`src/hdl/kwq_pkg.sv`:
```
// kwq_pkg: types and constants shared by the keyed wait queue modules
// no dependencies
package kwq_pkg;

    localparam int HANDLE_W = 8;   // handle field width on the ports
    localparam int DISK_W   = 4;   // disk number field width
    localparam int OCC_W    = 5;   // occupancy field width

    localparam logic FUNC_APPEND = 1'b0;
    localparam logic FUNC_TAKE   = 1'b1;

    typedef enum logic [1:0] {
        ST_APPENDED = 2'd0,
        ST_DROPPED  = 2'd1,
        ST_TAKEN    = 2'd2,
        ST_NONE     = 2'd3
    } status_t;

    typedef enum logic [1:0] {
        SQ_IDLE,
        SQ_SCAN,
        SQ_RESP
    } seq_state_t;

    typedef struct packed {
        logic                func;
        logic [HANDLE_W-1:0] handle;
        logic [DISK_W-1:0]   disk;
    } kwq_req_t;

    typedef struct packed {
        status_t             status;
        logic [HANDLE_W-1:0] handle;
        logic [OCC_W-1:0]    occupancy;
    } kwq_result_t;

    typedef struct packed {
        logic idle;   // sequencer can take a request
        logic done;   // result beat handed to the output register
    } kwq_seq_stat_t;

endpackage

```
`src/hdl/kwq_ram.sv`:
```
// kwq_ram: entry store, one write port and one registered read port
// no dependencies
module kwq_ram #(
    parameter int DEPTH  = 16,
    parameter int DATA_W = 12
) (
    input  logic                      aclk,
    input  logic                      we,
    input  logic [$clog2(DEPTH)-1:0]  waddr,
    input  logic [DATA_W-1:0]         wdata,
    input  logic [$clog2(DEPTH)-1:0]  raddr,
    output logic [DATA_W-1:0]         rdata
);

    logic [DATA_W-1:0] entry_mem [DEPTH];
    logic [DATA_W-1:0] rdata_reg;

    always_ff @(posedge aclk) begin
        if (we) begin
            entry_mem[waddr] <= wdata;
        end
        rdata_reg <= entry_mem[raddr];
    end

    assign rdata = rdata_reg;

endmodule

```
`src/hdl/kwq_seq.sv`:
```
// kwq_seq: request sequencer, entry count and the shared key compare
// depends on kwq_pkg and kwq_ram
module kwq_seq
    import kwq_pkg::*;
#(
    parameter int QUEUE_DEPTH = 16,
    parameter int STORE_HW    = 8
) (
    input  logic          aclk,
    input  logic          aresetn,
    input  logic          start,
    input  kwq_req_t      req,
    input  logic          out_free,
    output kwq_seq_stat_t stat,
    output kwq_result_t   result
);

    localparam int AW = $clog2(QUEUE_DEPTH);
    localparam int CW = $clog2(QUEUE_DEPTH + 1);
    localparam int EW = STORE_HW + DISK_W;

    seq_state_t            state_reg, state_next;
    logic [CW-1:0]         count_reg, count_next;
    logic [AW-1:0]         rd_ptr_reg, rd_ptr_next;
    logic                  issuing_reg, issuing_next;
    logic [AW-1:0]         chk_ptr_reg, chk_ptr_next;
    logic                  chk_vld_reg, chk_vld_next;
    logic                  found_reg, found_next;
    logic [DISK_W-1:0]     key_reg, key_next;
    logic [HANDLE_W-1:0]   taken_reg, taken_next;
    status_t               status_reg, status_next;

    logic                  we;
    logic [AW-1:0]         waddr;
    logic [EW-1:0]         wdata;
    logic [EW-1:0]         rdata;
    logic [STORE_HW-1:0]   rd_handle;
    logic [DISK_W-1:0]     rd_disk;
    logic [CW-1:0]         cnt_m1;
    logic                  hit;
    logic                  last;

    kwq_ram #(
        .DEPTH  (QUEUE_DEPTH),
        .DATA_W (EW)
    ) u_ram (
        .aclk  (aclk),
        .we    (we),
        .waddr (waddr),
        .wdata (wdata),
        .raddr (rd_ptr_reg),
        .rdata (rdata)
    );

    assign rd_handle = rdata[EW-1:DISK_W];
    assign rd_disk   = rdata[DISK_W-1:0];
    assign cnt_m1    = count_reg - CW'(1);
    assign hit       = (rd_disk == key_reg);
    assign last      = (CW'(chk_ptr_reg) == cnt_m1);

    always_ff @(posedge aclk) begin
        if (!aresetn) begin
            state_reg   <= SQ_IDLE;
            count_reg   <= '0;
            issuing_reg <= 1'b0;
            chk_vld_reg <= 1'b0;
            found_reg   <= 1'b0;
        end else begin
            state_reg   <= state_next;
            count_reg   <= count_next;
            issuing_reg <= issuing_next;
            chk_vld_reg <= chk_vld_next;
            found_reg   <= found_next;
        end
        rd_ptr_reg  <= rd_ptr_next;
        chk_ptr_reg <= chk_ptr_next;
        key_reg     <= key_next;
        taken_reg   <= taken_next;
        status_reg  <= status_next;
    end

    always_comb begin
        state_next   = state_reg;
        count_next   = count_reg;
        rd_ptr_next  = rd_ptr_reg;
        issuing_next = issuing_reg;
        chk_ptr_next = chk_ptr_reg;
        chk_vld_next = 1'b0;
        found_next   = found_reg;
        key_next     = key_reg;
        taken_next   = taken_reg;
        status_next  = status_reg;
        we           = 1'b0;
        waddr        = count_reg[AW-1:0];
        wdata        = {req.handle[STORE_HW-1:0], req.disk};
        stat.idle    = 1'b0;
        stat.done    = 1'b0;

        case (state_reg)
            SQ_IDLE: begin
                stat.idle = 1'b1;
                if (start) begin
                    taken_next = '0;
                    if (req.func == FUNC_TAKE) begin
                        key_next     = req.disk;
                        found_next   = 1'b0;
                        rd_ptr_next  = '0;
                        issuing_next = (count_reg != '0);
                        status_next  = ST_NONE;
                        state_next   = (count_reg == '0) ? SQ_RESP : SQ_SCAN;
                    end else begin
                        if (count_reg < CW'(QUEUE_DEPTH)) begin
                            we          = 1'b1;
                            count_next  = count_reg + CW'(1);
                            status_next = ST_APPENDED;
                        end else begin
                            status_next = ST_DROPPED;
                        end
                        state_next = SQ_RESP;
                    end
                end
            end

            SQ_SCAN: begin
                // one read issued per cycle, its data checked in the cycle after
                if (issuing_reg) begin
                    chk_vld_next = 1'b1;
                    chk_ptr_next = rd_ptr_reg;
                    if (CW'(rd_ptr_reg) == cnt_m1) begin
                        issuing_next = 1'b0;
                    end else begin
                        rd_ptr_next = rd_ptr_reg + AW'(1);
                    end
                end
                if (chk_vld_reg) begin
                    if (!found_reg) begin
                        if (hit) begin
                            found_next = 1'b1;
                            taken_next = HANDLE_W'(rd_handle);
                        end
                    end else begin
                        // close the gap: move the entry one place toward the head
                        we    = 1'b1;
                        waddr = chk_ptr_reg - AW'(1);
                        wdata = rdata;
                    end
                    if (last) begin
                        state_next = SQ_RESP;
                        if (found_reg || hit) begin
                            count_next  = cnt_m1;
                            status_next = ST_TAKEN;
                        end
                    end
                end
            end

            SQ_RESP: begin
                if (out_free) begin
                    stat.done  = 1'b1;
                    state_next = SQ_IDLE;
                end
            end

            default: begin
                state_next = SQ_IDLE;
            end
        endcase
    end

    assign result.status    = status_reg;
    assign result.handle    = taken_reg;
    assign result.occupancy = OCC_W'(count_reg);

    a_count_bound: assert property (@(posedge aclk) disable iff (!aresetn)
        count_reg <= CW'(QUEUE_DEPTH))
        else $error("entry count above queue depth");

    a_start_idle: assert property (@(posedge aclk) disable iff (!aresetn)
        start |-> state_reg == SQ_IDLE)
        else $error("request started while sequencer busy");

    a_scan_nonempty: assert property (@(posedge aclk) disable iff (!aresetn)
        state_reg == SQ_SCAN |-> count_reg != '0)
        else $error("scan running on an empty queue");

    a_shift_after_hit: assert property (@(posedge aclk) disable iff (!aresetn)
        (we && state_reg == SQ_SCAN) |-> found_reg)
        else $error("entry shifted before a match was found");

    a_take_shrinks: assert property (@(posedge aclk) disable iff (!aresetn)
        (state_reg == SQ_SCAN && state_next == SQ_RESP && status_next == ST_TAKEN)
        |=> count_reg == $past(count_reg) - CW'(1))
        else $error("take did not shrink the queue by one");

endmodule

```
`src/hdl/keyed_wait_queue.sv`:
```
// keyed_wait_queue: top level, input handshake and output result register
// depends on kwq_pkg and kwq_seq
//
// channel  direction  beat fields
// s_       in         s_func, s_process_handle, s_disk_number
// m_       out        m_status, m_taken_handle, m_occupancy
//
// append, or take on an empty queue: the result is registered once the output register is free
// take with N > 0 entries queued: every entry is scanned before the result is registered;
//   one entry read per cycle from the entry ram, checked by one key compare,
//   removal shifts in the same pass
// s_ready is high only while the sequencer is idle; a waiting result holds the next one
// reset clears the entry count and control; entry contents need no clearing
module keyed_wait_queue
    import kwq_pkg::*;
#(
    parameter int QUEUE_DEPTH = 16,
    parameter int HANDLE_BITS = 8
) (
    input  logic                aclk,
    input  logic                aresetn,
    input  logic                s_valid,
    output logic                s_ready,
    input  logic                s_func,
    input  logic [HANDLE_W-1:0] s_process_handle,
    input  logic [DISK_W-1:0]   s_disk_number,
    output logic                m_valid,
    input  logic                m_ready,
    output logic [1:0]          m_status,
    output logic [HANDLE_W-1:0] m_taken_handle,
    output logic [OCC_W-1:0]    m_occupancy
);

    // stored handle bits: the port carries at most HANDLE_W of them
    localparam int STORE_HW = (HANDLE_BITS < HANDLE_W) ? HANDLE_BITS : HANDLE_W;

    kwq_req_t      req;
    kwq_result_t   result;
    kwq_seq_stat_t stat;
    logic          start;
    logic          out_free;

    logic                m_valid_reg;
    status_t             m_status_reg;
    logic [HANDLE_W-1:0] m_handle_reg;
    logic [OCC_W-1:0]    m_occ_reg;

    assign req.func   = s_func;
    assign req.handle = s_process_handle;
    assign req.disk   = s_disk_number;

    assign s_ready  = stat.idle;
    assign start    = s_valid && stat.idle;
    assign out_free = !m_valid_reg || m_ready;

    kwq_seq #(
        .QUEUE_DEPTH (QUEUE_DEPTH),
        .STORE_HW    (STORE_HW)
    ) u_seq (
        .aclk     (aclk),
        .aresetn  (aresetn),
        .start    (start),
        .req      (req),
        .out_free (out_free),
        .stat     (stat),
        .result   (result)
    );

    always_ff @(posedge aclk) begin
        if (!aresetn) begin
            m_valid_reg <= 1'b0;
        end else if (stat.done) begin
            m_valid_reg <= 1'b1;
        end else if (m_ready) begin
            m_valid_reg <= 1'b0;
        end
        if (stat.done) begin
            m_status_reg <= result.status;
            m_handle_reg <= result.handle;
            m_occ_reg    <= result.occupancy;
        end
    end

    assign m_valid        = m_valid_reg;
    assign m_status       = m_status_reg;
    assign m_taken_handle = m_handle_reg;
    assign m_occupancy    = m_occ_reg;

    a_no_overwrite: assert property (@(posedge aclk) disable iff (!aresetn)
        stat.done |-> (!m_valid_reg || m_ready))
        else $error("result beat overwritten before it was taken");

    a_busy_after_start: assert property (@(posedge aclk) disable iff (!aresetn)
        start |=> !s_ready)
        else $error("ready high right after a request was taken");

    a_handle_zero: assert property (@(posedge aclk) disable iff (!aresetn)
        (stat.done && result.status != ST_TAKEN) |-> result.handle == '0)
        else $error("nonzero handle on a result other than taken");

endmodule

```
`config.mk`:
```
export PLATFORM = sky130hd
export DESIGN_NAME = keyed_wait_queue
export DESIGN_NICKNAME = d
export VERILOG_FILES = /design/src/hdl/kwq_pkg.sv /design/src/hdl/kwq_ram.sv /design/src/hdl/kwq_seq.sv /design/src/hdl/keyed_wait_queue.sv
export SDC_FILE = /design/constraint.sdc
export NUM_CORES = 1
export LEC_CHECK = 0
export BUFFER_PORTS_ARGS = -buffer_cell sky130_fd_sc_hd__buf_2
export CAP_MARGIN = 20
export CELL_PAD_IN_SITES_DETAIL_PLACEMENT = 0
export CELL_PAD_IN_SITES_GLOBAL_PLACEMENT = 1
export CORE_AREA = 8 8 214 175
export DETAILED_ROUTE_END_ITERATION = 10
export DIE_AREA = 0 0 222 183
export HOLD_SLACK_MARGIN = 0.02
export PLACE_DENSITY_LB_ADDON = 0.1
export SYNTH_ARGS = -nofsm -noshare
export SYNTH_HDL_FRONTEND = slang
export SYNTH_SLANG_ARGS = --single-unit
```
`constraint.sdc`:
```
create_clock -name aclk -period 2.6 [get_ports aclk]
set_clock_uncertainty 0.05 [all_clocks]
set_input_delay 0.39 -clock aclk [delete_from_list [all_inputs] [get_ports aclk]]
set_output_delay 0.39 -clock aclk [all_outputs]
set_load 0.1 [all_outputs]
```
==> flow_results.org <==
** Drt
- Number of nets with antenna violations after detailed routing :: 0
- First-pass DRT Iterations :: 4
- For this run, design rule violations remaining after detail routing come to 0.
- For this block, the via count after detailed routing is roughly 5000.
- Vias per inst :: ~4.7
- For this block, the routed nets add up to between 20000 and 25000 µm of wire.
- 1st-iter DRT viols :: between 300 and 400
- Average wire length per cell after detail routing :: around 22 µm

** GRT
- Initial antenna violation count :: 0
- Across every metal layer, demand over resource in global routing totals 0.120.
- The first global-routing pass estimated roughly 36000 µm of wire.
- Largest net degree at the start of global routing :: between 50 and 60
- Overall overflow remaining after global route :: 0
- The number of global-route vias before repair came to roughly 5400.

** Pwr
- Summed over all nets, the switching power comes to between 2000 and 2500 µW.
- Power density over cell area :: 775 nW/µm²
- Of the total power, combinational logic draws 0.091.
- Of the total power, the clock network draws 0.415.
- The design draws between 9000 and 10000 µW.
- IR analysis of the VDD net gives a maximum drop of 450 µV.
- The internal portion of the total power is between 7000 and 8000 µW.
- The share of total power dissipated in sequential elements is 0.494.
- In this run the static leakage power is approximately 0.0040 µW.
- Switching power share of the total :: 0.234

** Worst setup path
- Type of element capturing the critical path :: register
- RR Endpoint :: u_seq.count_reg[0]
- Startpoint type of the worst setup path :: register
- Along the worst path, the maximum fanout reaches 7.
- Worst r2r path cells :: 7
- Setup slack of the most critical reg-to-reg path :: 0.23 ns
- The critical path is of the reg2reg type.
- Data required time at the worst endpoint :: a little under 3 ns
- In this run the critical register-to-register path is launched from u_seq.count_reg[1].
- STA puts the critical path data arrival time at 2.75 ns.

** STA
- Final-report max-slew violation count :: 0
- Max Clock Freq :: ~420 MHz
- Headroom to the max-slew limit :: 0.481
- In the finished design, the share of the clock period the worst path needs comes to 0.912.
- Total negative slack for setup checks :: 0 ns
- Setup repair after global routing left no endpoint under its margin.
- For the pin with the worst max-slew slack, the measured transition is a little under 0.8 ns.
- The number of hold-slack violations in the final timing report is 0.
- Final critical-path required period :: 2.37 ns
- Final Worst Setup Slack :: 0.229 ns
- Count of final setup violators :: 0

** Clock tree
- TritonCTS built the clock tree.
- CTS built an H-tree with a depth of 1.
- CTS Buf Count :: 28
- Clock root cell :: sky130_fd_sc_hd__clkbuf_16
- The longest clock path from root to sink contains 3 buffers.
- After clock tree synthesis, the setup repair step added 0 buffers.
- Clock-pin slew was measured on the worst setup and hold paths at ~0.060 ns.
- For the worst-skew pair, the clock arrives at the later sink with an insertion delay of 0.55 ns.
- Clock sink total :: roughly 250

** Die
- Number of top-level pins :: 34
- The die covers ~40000 µm².
- The floorplan has just over 60 rows.
- In this run the vertical extent of the chip is around 180 µm.
- The initial utilization of the core area, before any placement, comes to 0.295.
- The region available for standard cell placement spans 34100 µm².
- Width of the chip :: roughly 220 µm

** Min path
- Endpoint with the worst hold slack :: u_seq.key_reg[3]
- The worst hold path begins at s_disk_number[3].
- Hold crit path type :: in2reg
- Worst hold path stage count :: 1

** Yosys
- Synth Warn # :: 0
- Number of library cell types mapped by synthesis :: 54
- Counting every instance in the synthesized netlist gives ~540.
- For this run, the leading register cell type out of synthesis is sky130_fd_sc_hd__edfxtp_1.
- Post-synth EDFFs :: between 200 and 250
- The number of nets in the synthesized netlist is ~570.
- Synthesis inferred between 200 and 300 register bits.
- Proportion of synthesized chip area in sequential cells :: 0.729
- Mean instance size in the synthesized netlist :: around 19 µm²
- For this run, asynchronously set or reset flops after synthesis account for 0.
- After synthesis the cells add up to between 10000 and 15000 µm².

** Finish
- Post-route core utilization :: 0.353
- Area occupied by multi-input gates :: 2590 µm²
- Layout Cells excl Fill :: between 1000 and 1500
- After filler insertion, the fill cell instance count of the layout stands at between 3000 and 4000.
- Post-synthesis to final-layout area growth :: 19.6%
- Max FFs per register :: approximately 190
- Register area :: 7340 µm²
- For this run, the post-layout net count is about 650.
- In the final layout, the share of cells above drive strength 1 is 0.303.

** Placed design
- Post-placement worst setup slack :: 0.157 ns
- Number of buffer cells added on primary ports :: 33
- Routability-driven placement congestion ratio :: between 0.7 and 0.8
- In this run, placement finished with an instance count of between 1000 and 1500.
- Post-detailed-placement half-perimeter wirelength :: 15700 µm

** Status
- The flow ran to the end, and the final reports show no timing, DRC or antenna violations.

** Run
- Max cap viols :: 0
==> cells in the final DEF (no fill, tap or decap), types with 8 or more instances in the layout <==
master                      Yosys  routed
sky130_fd_sc_hd__edfxtp_1     229     229
sky130_fd_sc_hd__mux4_2        60      60
sky130_fd_sc_hd__nand2_1       50      50
sky130_fd_sc_hd__buf_4          0      37
sky130_fd_sc_hd__buf_2         12      33
sky130_fd_sc_hd__clkbuf_16      0      28
sky130_fd_sc_hd__dfxtp_1       23      23
sky130_fd_sc_hd__nor2_1        23      21
sky130_fd_sc_hd__and2_1        15      15
sky130_fd_sc_hd__inv_1         11      11
sky130_fd_sc_hd__xor2_1         9       9
sky130_fd_sc_hd__xnor2_1        8       8
sky130_fd_sc_hd__clkinv_2       0       8
==> cells by family after synthesis <==
kind of cell / count (synthesis) / share of synthesized area
compound gates: 39 / 0.0327
flops: 252 / 0.729
simple gates: 126 / 0.0604
fa+ha+maj: 4 / 0.00497
xor+xnor: 18 / 0.0170
mux: 64 / 0.138
buf+inv: 41 / 0.0183
==> metal layers <==
metal  part of all wire  routed length, µm  global-route usage  up-vias
li1                   -                  -                   -     2338
met1               0.49              11900               0.170     2642
met2               0.45              10800               0.186       87
met3              0.040                960              0.0249       30
met4              0.019                456              0.0286        0
met5                  0                  0                   0        -
==> cell type report <==
type,count,share of cell area
sequential,252,0.609
multi-input combinational,251,0.215
clock buffer,34,0.0609
timing repair buffer,80,0.0509
tap,441,0.0458
clock inverter,18,0.0147
inverter,11,0.00343
antenna,1,0.000208
==> power by group through the flow <==
stage / clock network, µW / logic (µW) / registers, µW
2_1_floorplan: 0 / 483 / 4820
3_3_place_gp: 0 / 861 / 4700
3_5_place_dp: 0 / 854 / 4700
4_1_cts: 4030 / 861 / 4610
5_1_grt: 4150 / 915 / 4620
6_report: 3880 / 849 / 4610
==> critical path, cell delays in order (launching register included) <==
cell and delay, ns:
sky130_fd_sc_hd__dfxtp_1 0.38, sky130_fd_sc_hd__inv_1 0.14, sky130_fd_sc_hd__ha_2 0.27, sky130_fd_sc_hd__or3b_4 0.43, sky130_fd_sc_hd__o41ai_4 0.32, sky130_fd_sc_hd__a21oi_2 0.13, sky130_fd_sc_hd__or3_4 0.42, sky130_fd_sc_hd__mux2i_1 0.12
==> timing repair <==
item | in CTS | in global routing
hold endpoints to repair | 3 | 0
hold buffers | 3 | 0
endpoints found under the setup margin | 0 | 2
gates resized for setup | 0 | 3
==> synthesized netlist by cell type, types with 2 or more instances <==
library cell                number  area share
sky130_fd_sc_hd__xnor2_1         8      0.0070
sky130_fd_sc_hd__a32oi_1         4      0.0035
sky130_fd_sc_hd__nand2_1        50       0.019
sky130_fd_sc_hd__and3_1          2      0.0012
sky130_fd_sc_hd__nor2b_1         6      0.0037
sky130_fd_sc_hd__nand3_1         4      0.0020
sky130_fd_sc_hd__a21oi_1         7      0.0035
sky130_fd_sc_hd__nand2b_1        5      0.0031
sky130_fd_sc_hd__a31oi_1         2      0.0012
sky130_fd_sc_hd__o2111ai_1       2      0.0017
sky130_fd_sc_hd__nor4_1          5      0.0031
sky130_fd_sc_hd__inv_1          11      0.0041
sky130_fd_sc_hd__mux2i_1         4      0.0040
sky130_fd_sc_hd__a32o_1          2      0.0020
sky130_fd_sc_hd__nor3_1          7      0.0035
sky130_fd_sc_hd__and2_1         15      0.0093
sky130_fd_sc_hd__mux4_2         60        0.13
sky130_fd_sc_hd__xor2_1          9      0.0078
sky130_fd_sc_hd__edfxtp_1      229        0.68
sky130_fd_sc_hd__ha_1            4      0.0050
sky130_fd_sc_hd__buf_2          12      0.0060
sky130_fd_sc_hd__buf_6           2      0.0022
sky130_fd_sc_hd__nor2_1         23      0.0086
sky130_fd_sc_hd__nand4_1         2      0.0012
sky130_fd_sc_hd__dfxtp_1        23       0.046
sky130_fd_sc_hd__clkbuf_1       16      0.0060
sky130_fd_sc_hd__o31ai_1         3      0.0022
==> worst max path at each step <==
stage / from / end / slack (ns)
2_1_floorplan: u_seq.state_reg[1] / u_seq.u_ram.entry_mem[10][0] / -0.03
3_3_place_gp: u_seq.count_reg[1] / u_seq.count_reg[3] / 0.23
3_5_place_dp: u_seq.count_reg[1] / u_seq.count_reg[4] / 0.16
4_1_cts: u_seq.count_reg[1] / u_seq.count_reg[4] / 0.13
5_1_grt: u_seq.count_reg[1] / u_seq.count_reg[2] / 0.08
6_report: u_seq.count_reg[1] / u_seq.count_reg[0] / 0.23
==> per-stage QoR <==
step	hold slack, ns	instance area, µm²
2_1_floorplan	0.350	10100
3_3_place_gp	0.355	11100
3_5_place_dp	0.355	11100
4_1_cts	0.0245	12000
5_1_grt	0.0257	12000
6_report	0.0524	12000
Power figures use the tool's default switching activity.
